`src/rtl/sil_pkg.sv`:
```
// Shared constants and types for the serial image loader.
package sil_pkg;

	// Header is magic, length and checksum, each a little-endian 32-bit word.
	localparam logic [3:0]  HEADER_BYTES  = 4'd12;
	localparam logic [31:0] BOOT_MAGIC    = 32'h544F_4F42;
	localparam logic [31:0] BASE_AT_RESET = 32'h0008_0000;

	// Status codes carried with every result transaction.
	typedef enum logic [2:0] {
		ST_HEADER    = 3'd0,
		ST_PAYLOAD   = 3'd1,
		ST_BAD_MAGIC = 3'd2,
		ST_BAD_SUM   = 3'd3,
		ST_OK        = 3'd4
	} status_t;

endpackage

```
`src/rtl/serial_image_loader.sv`:
```
// Serial image loader: header parser, payload write generator and checksum check.
//
// The block takes one received byte per input transaction and returns exactly
// one result transaction for each. The first twelve bytes form a little-endian
// header (magic, payload length, expected checksum); a wrong magic is reported
// with the twelfth byte and header reception starts over. After a good header,
// each of the next length bytes comes out as a memory write to load_base plus
// its offset (wrapping at 2^32), and a 32-bit wrapping byte sum is kept. The
// last payload byte, or the last header byte when the length is zero, carries
// the verdict: loaded ok or bad checksum. An input transaction is accepted in
// every cycle in which the result register is empty or is being drained, so
// the sustained rate is one byte per clock while the output is not stalled, and
// each result is registered as its byte is accepted; the work per byte is one
// byte insert, three 32-bit adds (address, byte count and sum) and two 32-bit
// compares (count against length, sum against checksum), all between the state
// registers and the result register. The result register is the only buffer,
// so a stalled output holds the input side. load_base is written through
// cfg_we and cfg_wdata and should only change while no byte is in flight.
module serial_image_loader
	import sil_pkg::*;
(
	input  logic        clk,
	input  logic        arst_n,
	// Input stream.
	input  logic        s_tvalid,
	output logic        s_tready,
	input  logic [7:0]  s_tdata,    // [7:0] rx_byte
	// Result stream.
	output logic        m_tvalid,
	input  logic        m_tready,
	output logic [47:0] m_tdata,    // [0] wr_en, [32:1] wr_addr, [40:33] wr_data,
	                                // [43:41] status, [47:44] zero
	// Configuration: load_base.
	input  logic        cfg_we,
	input  logic [31:0] cfg_wdata
);

	// Loader state.
	logic        phase_q;   // 0 header, 1 payload
	logic [3:0]  hcnt_q;
	logic [63:0] hs_q;      // magic in the low word, length in the high word
	logic [31:0] len_q;
	logic [31:0] exp_q;
	logic [31:0] pcnt_q;
	logic [31:0] sum_q;
	logic [31:0] base_q;

	// Result register.
	logic        m_valid_q;
	logic        en_q;
	logic [31:0] addr_q;
	logic [7:0]  data_q;
	status_t     st_q;

	// Next-state and result values.
	logic        phase_nx;
	logic [3:0]  hcnt_nx;
	logic [63:0] hs_nx;
	logic [31:0] len_nx;
	logic [31:0] exp_nx;
	logic [31:0] pcnt_nx;
	logic [31:0] sum_nx;
	logic        en_nx;
	logic [31:0] addr_nx;
	logic [7:0]  data_nx;
	status_t     st_nx;

	logic [63:0] hs_ins;
	logic [31:0] exp_ins;
	logic [31:0] exp_base;
	logic [3:0]  hc_inc;
	logic [31:0] pc_inc;
	logic [31:0] sum_add;
	logic        accept;

	// A new byte is taken whenever the result register is free or emptying.
	assign s_tready = !m_valid_q || m_tready;
	assign accept   = s_tvalid && s_tready;

	assign m_tvalid = m_valid_q;
	assign m_tdata  = {4'b0000, st_q, data_q, addr_q, en_q};

	always_comb begin
		phase_nx = phase_q;
		hcnt_nx  = hcnt_q;
		hs_nx    = hs_q;
		len_nx   = len_q;
		exp_nx   = exp_q;
		pcnt_nx  = pcnt_q;
		sum_nx   = sum_q;
		en_nx    = 1'b0;
		addr_nx  = '0;
		data_nx  = '0;
		st_nx    = ST_HEADER;

		// Header byte insert: bytes 0 to 7 go to the shift word, 8 to 11 to the checksum.
		hs_ins   = hs_q;
		exp_base = (hcnt_q == 4'd8) ? 32'd0 : exp_q;
		exp_ins  = exp_q;
		for (int i = 0; i < 8; i++) begin
			if (!hcnt_q[3] && (hcnt_q[2:0] == i[2:0])) begin
				hs_ins[i*8 +: 8] = hs_q[i*8 +: 8] | s_tdata;
			end
		end
		if (hcnt_q[3]) begin
			exp_ins = exp_base;
			for (int k = 0; k < 4; k++) begin
				if (hcnt_q[1:0] == k[1:0]) begin
					exp_ins[k*8 +: 8] = exp_base[k*8 +: 8] | s_tdata;
				end
			end
		end
		hc_inc  = hcnt_q + 4'd1;
		pc_inc  = pcnt_q + 32'd1;
		sum_add = sum_q + {24'd0, s_tdata};

		if (!phase_q) begin
			exp_nx = exp_ins;
			if (hc_inc == HEADER_BYTES) begin
				len_nx  = hs_ins[63:32];
				hcnt_nx = '0;
				hs_nx   = '0;
				pcnt_nx = '0;
				sum_nx  = '0;
				if (hs_ins[31:0] != BOOT_MAGIC) begin
					st_nx = ST_BAD_MAGIC;
				end else if (hs_ins[63:32] == 32'd0) begin
					// Empty image: the sum is zero, so only a zero checksum passes.
					st_nx = (exp_ins == 32'd0) ? ST_OK : ST_BAD_SUM;
				end else begin
					phase_nx = 1'b1;
					st_nx    = ST_PAYLOAD;
				end
			end else begin
				hcnt_nx = hc_inc;
				hs_nx   = hs_ins;
			end
		end else begin
			en_nx   = 1'b1;
			addr_nx = base_q + pcnt_q;
			data_nx = s_tdata;
			if (pc_inc == len_q) begin
				st_nx    = (sum_add == exp_q) ? ST_OK : ST_BAD_SUM;
				phase_nx = 1'b0;
				hcnt_nx  = '0;
				hs_nx    = '0;
				pcnt_nx  = '0;
				sum_nx   = '0;
			end else begin
				st_nx   = ST_PAYLOAD;
				pcnt_nx = pc_inc;
				sum_nx  = sum_add;
			end
		end
	end

	always_ff @(posedge clk or negedge arst_n) begin
		if (!arst_n) begin
			phase_q   <= 1'b0;
			hcnt_q    <= '0;
			hs_q      <= '0;
			len_q     <= '0;
			exp_q     <= '0;
			pcnt_q    <= '0;
			sum_q     <= '0;
			base_q    <= BASE_AT_RESET;
			m_valid_q <= 1'b0;
		end else begin
			if (cfg_we) begin
				base_q <= cfg_wdata;
			end
			if (accept) begin
				phase_q   <= phase_nx;
				hcnt_q    <= hcnt_nx;
				hs_q      <= hs_nx;
				len_q     <= len_nx;
				exp_q     <= exp_nx;
				pcnt_q    <= pcnt_nx;
				sum_q     <= sum_nx;
				m_valid_q <= 1'b1;
			end else if (m_tready) begin
				m_valid_q <= 1'b0;
			end
		end
	end

	always_ff @(posedge clk) begin
		if (accept) begin
			en_q   <= en_nx;
			addr_q <= addr_nx;
			data_q <= data_nx;
			st_q   <= st_nx;
		end
	end

`ifndef ASSERT_OFF
	a_hdr_count_range: assert property (@(posedge clk) disable iff (!arst_n)
		hcnt_q < HEADER_BYTES)
		else $error("header byte count out of range");

	a_payload_hdr_idle: assert property (@(posedge clk) disable iff (!arst_n)
		phase_q |-> (hcnt_q == 4'd0 && hs_q == 64'd0))
		else $error("header state not cleared during payload");

	a_payload_not_done: assert property (@(posedge clk) disable iff (!arst_n)
		phase_q |-> (pcnt_q != len_q))
		else $error("payload phase kept after last byte");

	a_write_status: assert property (@(posedge clk) disable iff (!arst_n)
		(m_valid_q && en_q) |->
			(st_q == ST_PAYLOAD || st_q == ST_BAD_SUM || st_q == ST_OK))
		else $error("memory write with a header status");

	a_enter_payload: assert property (@(posedge clk) disable iff (!arst_n)
		(accept && !phase_q && phase_nx) |=> (st_q == ST_PAYLOAD && !en_q))
		else $error("payload start not reported");
`endif

endmodule

```
`config.mk`:
```
export PLATFORM = sky130hd
export DESIGN_NAME = serial_image_loader
export DESIGN_NICKNAME = d
export VERILOG_FILES = /design/src/rtl/sil_pkg.sv /design/src/rtl/serial_image_loader.sv
export SDC_FILE = /design/constraint.sdc
export NUM_CORES = 1
export LEC_CHECK = 0
export ABC_CLOCK_PERIOD_IN_PS = 7700
export BUFFER_PORTS_ARGS = -buffer_cell sky130_fd_sc_hd__buf_4
export CORE_ASPECT_RATIO = 0.5
export CORE_MARGIN = 4
export CORE_UTILIZATION = 45
export CTS_CLUSTER_SIZE = 10
export DETAILED_ROUTE_END_ITERATION = 10
export GPL_ROUTABILITY_DRIVEN = 0
export PLACE_DENSITY = 0.72
export SETUP_SLACK_MARGIN = 0.02
export SYNTH_ARGS = -nofsm -noshare
export SYNTH_HDL_FRONTEND = slang
export SYNTH_SLANG_ARGS = --single-unit
```
`constraint.sdc`:
```
create_clock -name clk -period 7.7 [get_ports clk]
set_input_delay 0.385 -clock clk [delete_from_list [all_inputs] [get_ports clk]]
set_output_delay 0.385 -clock clk [all_outputs]
set_load 0.02 [all_outputs]
```
Word-level counts from Yosys, hierarchy flattened. Cells that the tools add are included.

Flip-flop bits (word level): 274. RAM bits: 0. Output and inout port bits: 50. Bits in latches: 0. Memories kept: 0. Logic and storage cells: 108. Memory bits (read-only): 0.

Reductions and logical operators: 22. Mux-type cells: 40. $mul: 0. Shift operators: 0. Equality and inequality tests: 16. Divide/modulo/power cells: 0. Order comparisons: 0. Add/sub/neg operators: 4. Bitwise logic cells: 13.

Operator list (number): $mux 32 (7); $mux 64 (3); $mux 8 (12); $or 8x8->8 (12); $eq 32x32->1 (2); $logic_not 32->1 (2); $add 32x1->32 const B (1); $add 32x32->32 (1); $add 32x8->32 (1); $ne 32x31->1 const B (1); $mux 3 (7); $eq 3x3->1 const B (4); $mux 4 (3); $logic_and 1x1->1 (9); $eq 4x4->1 const B (2); $mux 1 (8); $eq 3x2->1 const B (2); $reduce_and 2->1 (3); $add 4x1->4 const B (1); $eq 2x2->1 const B (2); $reduce_bool 2->1 (2); $eq 3x1->1 const B (1); $logic_not 3->1 (1); $reduce_and 3->1 (1); other kinds (6) (7).

Depth between registers and ports, before layout.
Depth after elaboration: 11. Depth in mapped cells: 14. Mapped depth without buffers: 12.

Worst setup path before layout. Ideal clock, no wire load.

Path type: input to register. Start point: input port s_tdata[1]. End point: register st_q[1], data pin. Buffers on the path: 2. Required time: 7.418 ns. Setup slack: 3.438 ns. Arrival time: 3.980 ns. Stages on the path: 13. Path through: clkbuf_1 buf_1 inv_1 fa_1 nand2b_1 a21oi_1 o211ai_1 a211oi_1 nand3_1 mux2_2 nand4_1 a2111oi_0 o21ai_0.

Cells in the longest elaborated chain, start to end: 9. Elaborated cells on any way between the ends: 37. Classes of those cells: add/sub: 1; eq/ne: 2; mux: 20; bitwise: 12; reduce/logical: 2.

RTL lines: start, declared (line serial_image_loader.sv:27) `input logic [7:0] s_tdata,`; branches (longest 8 deep; another with $add 32x8->32); $mux 3 * (line serial_image_loader.sv:117) `if (!phase_q) begin`; net st_nx[1] (line serial_image_loader.sv:66) `status_t st_nx;`; end signal, assigned (line serial_image_loader.sv:192) `st_q <= st_nx;`; end, declared (line serial_image_loader.sv:53) `status_t st_q;`.

Mark *: on every way through the listed nets, which the timed path passes. A chain may end at the register's enable or synchronous reset.

Worst setup path in the final report.
Start point: register pcnt_q[0]. End point: register hs_q[34].

Cells in the longest elaborated chain, start to end: 4.

RTL lines: start, declared (line serial_image_loader.sv:44) `logic [31:0] pcnt_q;`; start signal, assigned (line serial_image_loader.sv:178) `pcnt_q <= pcnt_nx;`; $add 32x1->32 (line serial_image_loader.sv:114) `pc_inc = pcnt_q + 32'd1;`; $eq 32x32->1 (line serial_image_loader.sv:142) `if (pc_inc == len_q) begin`; $ne 2x1->1 (no source line); $reduce_and 2->1 (no source line); end signal, assigned (line serial_image_loader.sv:175) `hs_q <= hs_nx;`; end, declared (line serial_image_loader.sv:41) `logic [63:0] hs_q;`.

Every way passes these cells.

==> impl_metrics.yaml <==
status:
  status: "finished, final reports clean"
synthesis:
  synthesis.area_um2: 16120
  synth_seq_cells: 274
  ys_types: 83
  async_flop_share_pct: 83.94
  ys_top_cells_by_area: "dfrtp_1, edfxtp_1, nor2_1, a21oi_1, o21ai_0"
  synth_ff_type: "dfrtp_1"
  synth_edf_count: 44
  seq_area_frac_synth_pct: 43.92
  synth_top_area_share_pct: 35.56
  avgSynthCellArea_um2: 9.084
  netlist_instances: 1774
  yosys_warnings: 0
  yosys.area.top_type: "dfrtp_1"
worst_setup_path:
  slowest_delay_ns: 0.71
  crit_fanout: 33
  crit_path_start_kind: "flip-flop"
  critPathTopFamily: "simple AND/OR/NAND/NOR gates"
  critPathBufInv: 1
  cp_slowest_cell: "a21oi_4"
  cp_cell_sequence: "ha_1 -> nand4_1 -> nor4_4 -> a22oi_1 -> a311o_1 -> a211o_1 -> or4_4 -> or2_4 -> a21oi_4 -> buf_4 -> nor2_1"
  end_kind: "flip-flop"
  crit_type: "reg -> reg"
  cp_data_arrival_time_ns: 5.38
  critical_path_required_ns: 8.15
cells_and_area:
  num_antenna_cells: 0
  nFillCells: 3192
  fin_nets: 1892
  layout-drive-gt1-share_pct: 11.44
  fin_cells: 2285
  area_growth_pct: 11.12
  final_common_cell: "dfrtp_1"
  mostFrequentLayoutCells: "dfrtp_1, nor2_1, a21oi_1, nand2_1, o21ai_0"
  multi_input_area_um2: 8386
  final_core_util_pct: 51.32
  register_area_um2: 7078
timing:
  fin_skew_ns: 0.01499
  min_period_ns: 4.930
  rsz0062_at_grt: "no"
  drv_slew: 0
  finalHoldViolations: 0
  holdWs_ns: 0.03252
  worst_pin_slew_ns: 1.111
  fin_crit_sh_pct: 64.02
  max_freq_mhz: 202.9
  setup_viol: 0
  slew-limit-headroom_pct: 25.91
  fin_tns_setup_ns: 0
drt:
  via_per_inst: 6.062
  drtIter0Drc: 1469
  antenna_left: 0
  wirelength_um: 43340
  first_pass_iters: 6
  drc_errors: 0
  via_count: 13850
  routedWlPerCell_um: 18.97
clock_network:
  cts-htree-levels: 1
  cts_root_buffer: "clkbuf_16"
  cts_sinks: 274
  clk_latency_ns: 0.58
  clk_pin_slew_worst_paths_ns: 0.06
  cts_tree: "done"
  cts_max_path_buffers: 3
  cts_buffers: 31
  ctsResizeCount: 0
global_routing:
  overflow: 0
  grt_use_total_pct: 21.79
  grt_start_max_net_pins: 122
  grt_pass1_vias: 13030
  grt_pass1_wl_um: 69720
  grt_antenna_before_repair: 0
floorplanning:
  rows: 48
  core_um2: 34890
  start_util_pct: 46.18
  die_y_um: 141.8
  dieArea_um2: 39090
  pin_count: 95
  die_x_um: 275.6
place:
  dp_hpwl_um: 29630
  port_buffers: 90
  dp_cells: 2238
run:
  cap_violations: 0
power:
  power_density_nw_per_um2: 236.6
  ir_worst_vdd_v: 0.0001608
  p_leak_nw: 7.590
  total_power_mw: 4.238
min_path:
  min_path_type: "in -> reg"
[area by class of cell]
| class | count | share of cell area (%) |
|---|---|---|
| multi-input combinational | 1340 | 46.83 |
| sequential | 274 | 39.53 |
| clock buffer | 43 | 4.639 |
| inverter | 44 | 0.9223 |
| clock inverter | 2 | 0.1397 |
| timing repair buffer | 107 | 4.625 |
| tap | 475 | 3.319 |
[cells in the mapped netlist (43+ instances only)]
library cell	number
a21oi_1	146
a31oi_1	59
clkbuf_1	80
dfrtp_1	229
edfxtp_1	44
ha_1	47
inv_1	44
nand2_1	119
nor2_1	220
nor3_1	46
nor4_1	43
o21ai_0	118
xnor2_1	57
[cells by family after synthesis]
kind of cell             count (synthesis)  synth area share [%]
flip-flops                             274                 43.92
AND/OR/NAND/NOR                        638                 19.50
multiplexers                            46                 3.183
other                                    1               0.02327
adder cells (fa/ha/maj)                 50                 3.960
XOR/XNOR                               100                 5.528
AO/OA/AOI/OAI                          502                 19.69
buffers and inverters                  163                 4.200
[worst min-delay path, stage by stage]
cell,delay [ns]
buf_4,0.07
nand2_1,0.04
o21ai_0,0.07
[repair_timing]
action / in CTS / in global routing
hold buffers: 2 / 0
buffers inserted: 0 / 0
endpoints found under the hold margin: 110 / 0
[sequential cells by signal, indices dropped and copies added (netlist names)]
signal,cells
data_q,8
en_q,1
phase_q,1
sum_q,32
hs_q,64
base_q,32
addr_q,32
len_q,32
pcnt_q,32
exp_q,32
hcnt_q,4
st_q,3
m_tvalid,1
[metrics by stage]
| step | area (µm²) | worst slack (ns) |
|---|---|---|
| 5_1_grt | 17910 | 2.549 |
| 3_5_place_dp | 17030 | 2.838 |
| 6_report | 17910 | 2.770 |
| 3_3_place_gp | 17030 | 2.944 |
| 2_1_floorplan | 16130 | 3.438 |
| 4_1_cts | 17910 | 2.823 |
[path summary, 6_finish.rpt]
check / cells past startpoint / end / slack, ns / start
min: 3 / base_q[1]$_DFFE_PN0P_ / 0.03 / cfg_wdata[1]
min in group asynchronous: 2 / exp_q[13]$_DFFE_PN0P_ / 0.43 / arst_n
max in group asynchronous: 3 / pcnt_q[24]$_DFFE_PN0P_ / 6.10 / arst_n
max reg2reg: 11 / hs_q[34]$_DFFE_PN0P_ / 2.77 / pcnt_q[0]$_DFFE_PN0P_
min reg2reg: 2 / sum_q[4]$_DFFE_PN0P_ / 0.50 / sum_q[4]$_DFFE_PN0P_
max: 11 / hs_q[34]$_DFFE_PN0P_ / 2.77 / pcnt_q[0]$_DFFE_PN0P_
[power breakdown]
group	internal [mW]	switching, mW
Sequential	1.68	0.247
Combinational	0.439	0.561
Clock	0.739	0.569
Total	2.86	1.38
[routing by layer]
| metal | vias to the layer above | track usage [%] | part of all wire (%) |
|---|---|---|---|
| met5 | - | 0 | 0 |
| met4 | 0 | 5.032 | 2.3 |
| met3 | 98 | 3.886 | 7.3 |
| met2 | 555 | 34.46 | 45 |
| met1 | 6675 | 31.42 | 45 |
| li1 | 6523 | - | - |
(Power assumes the default switching activity.)
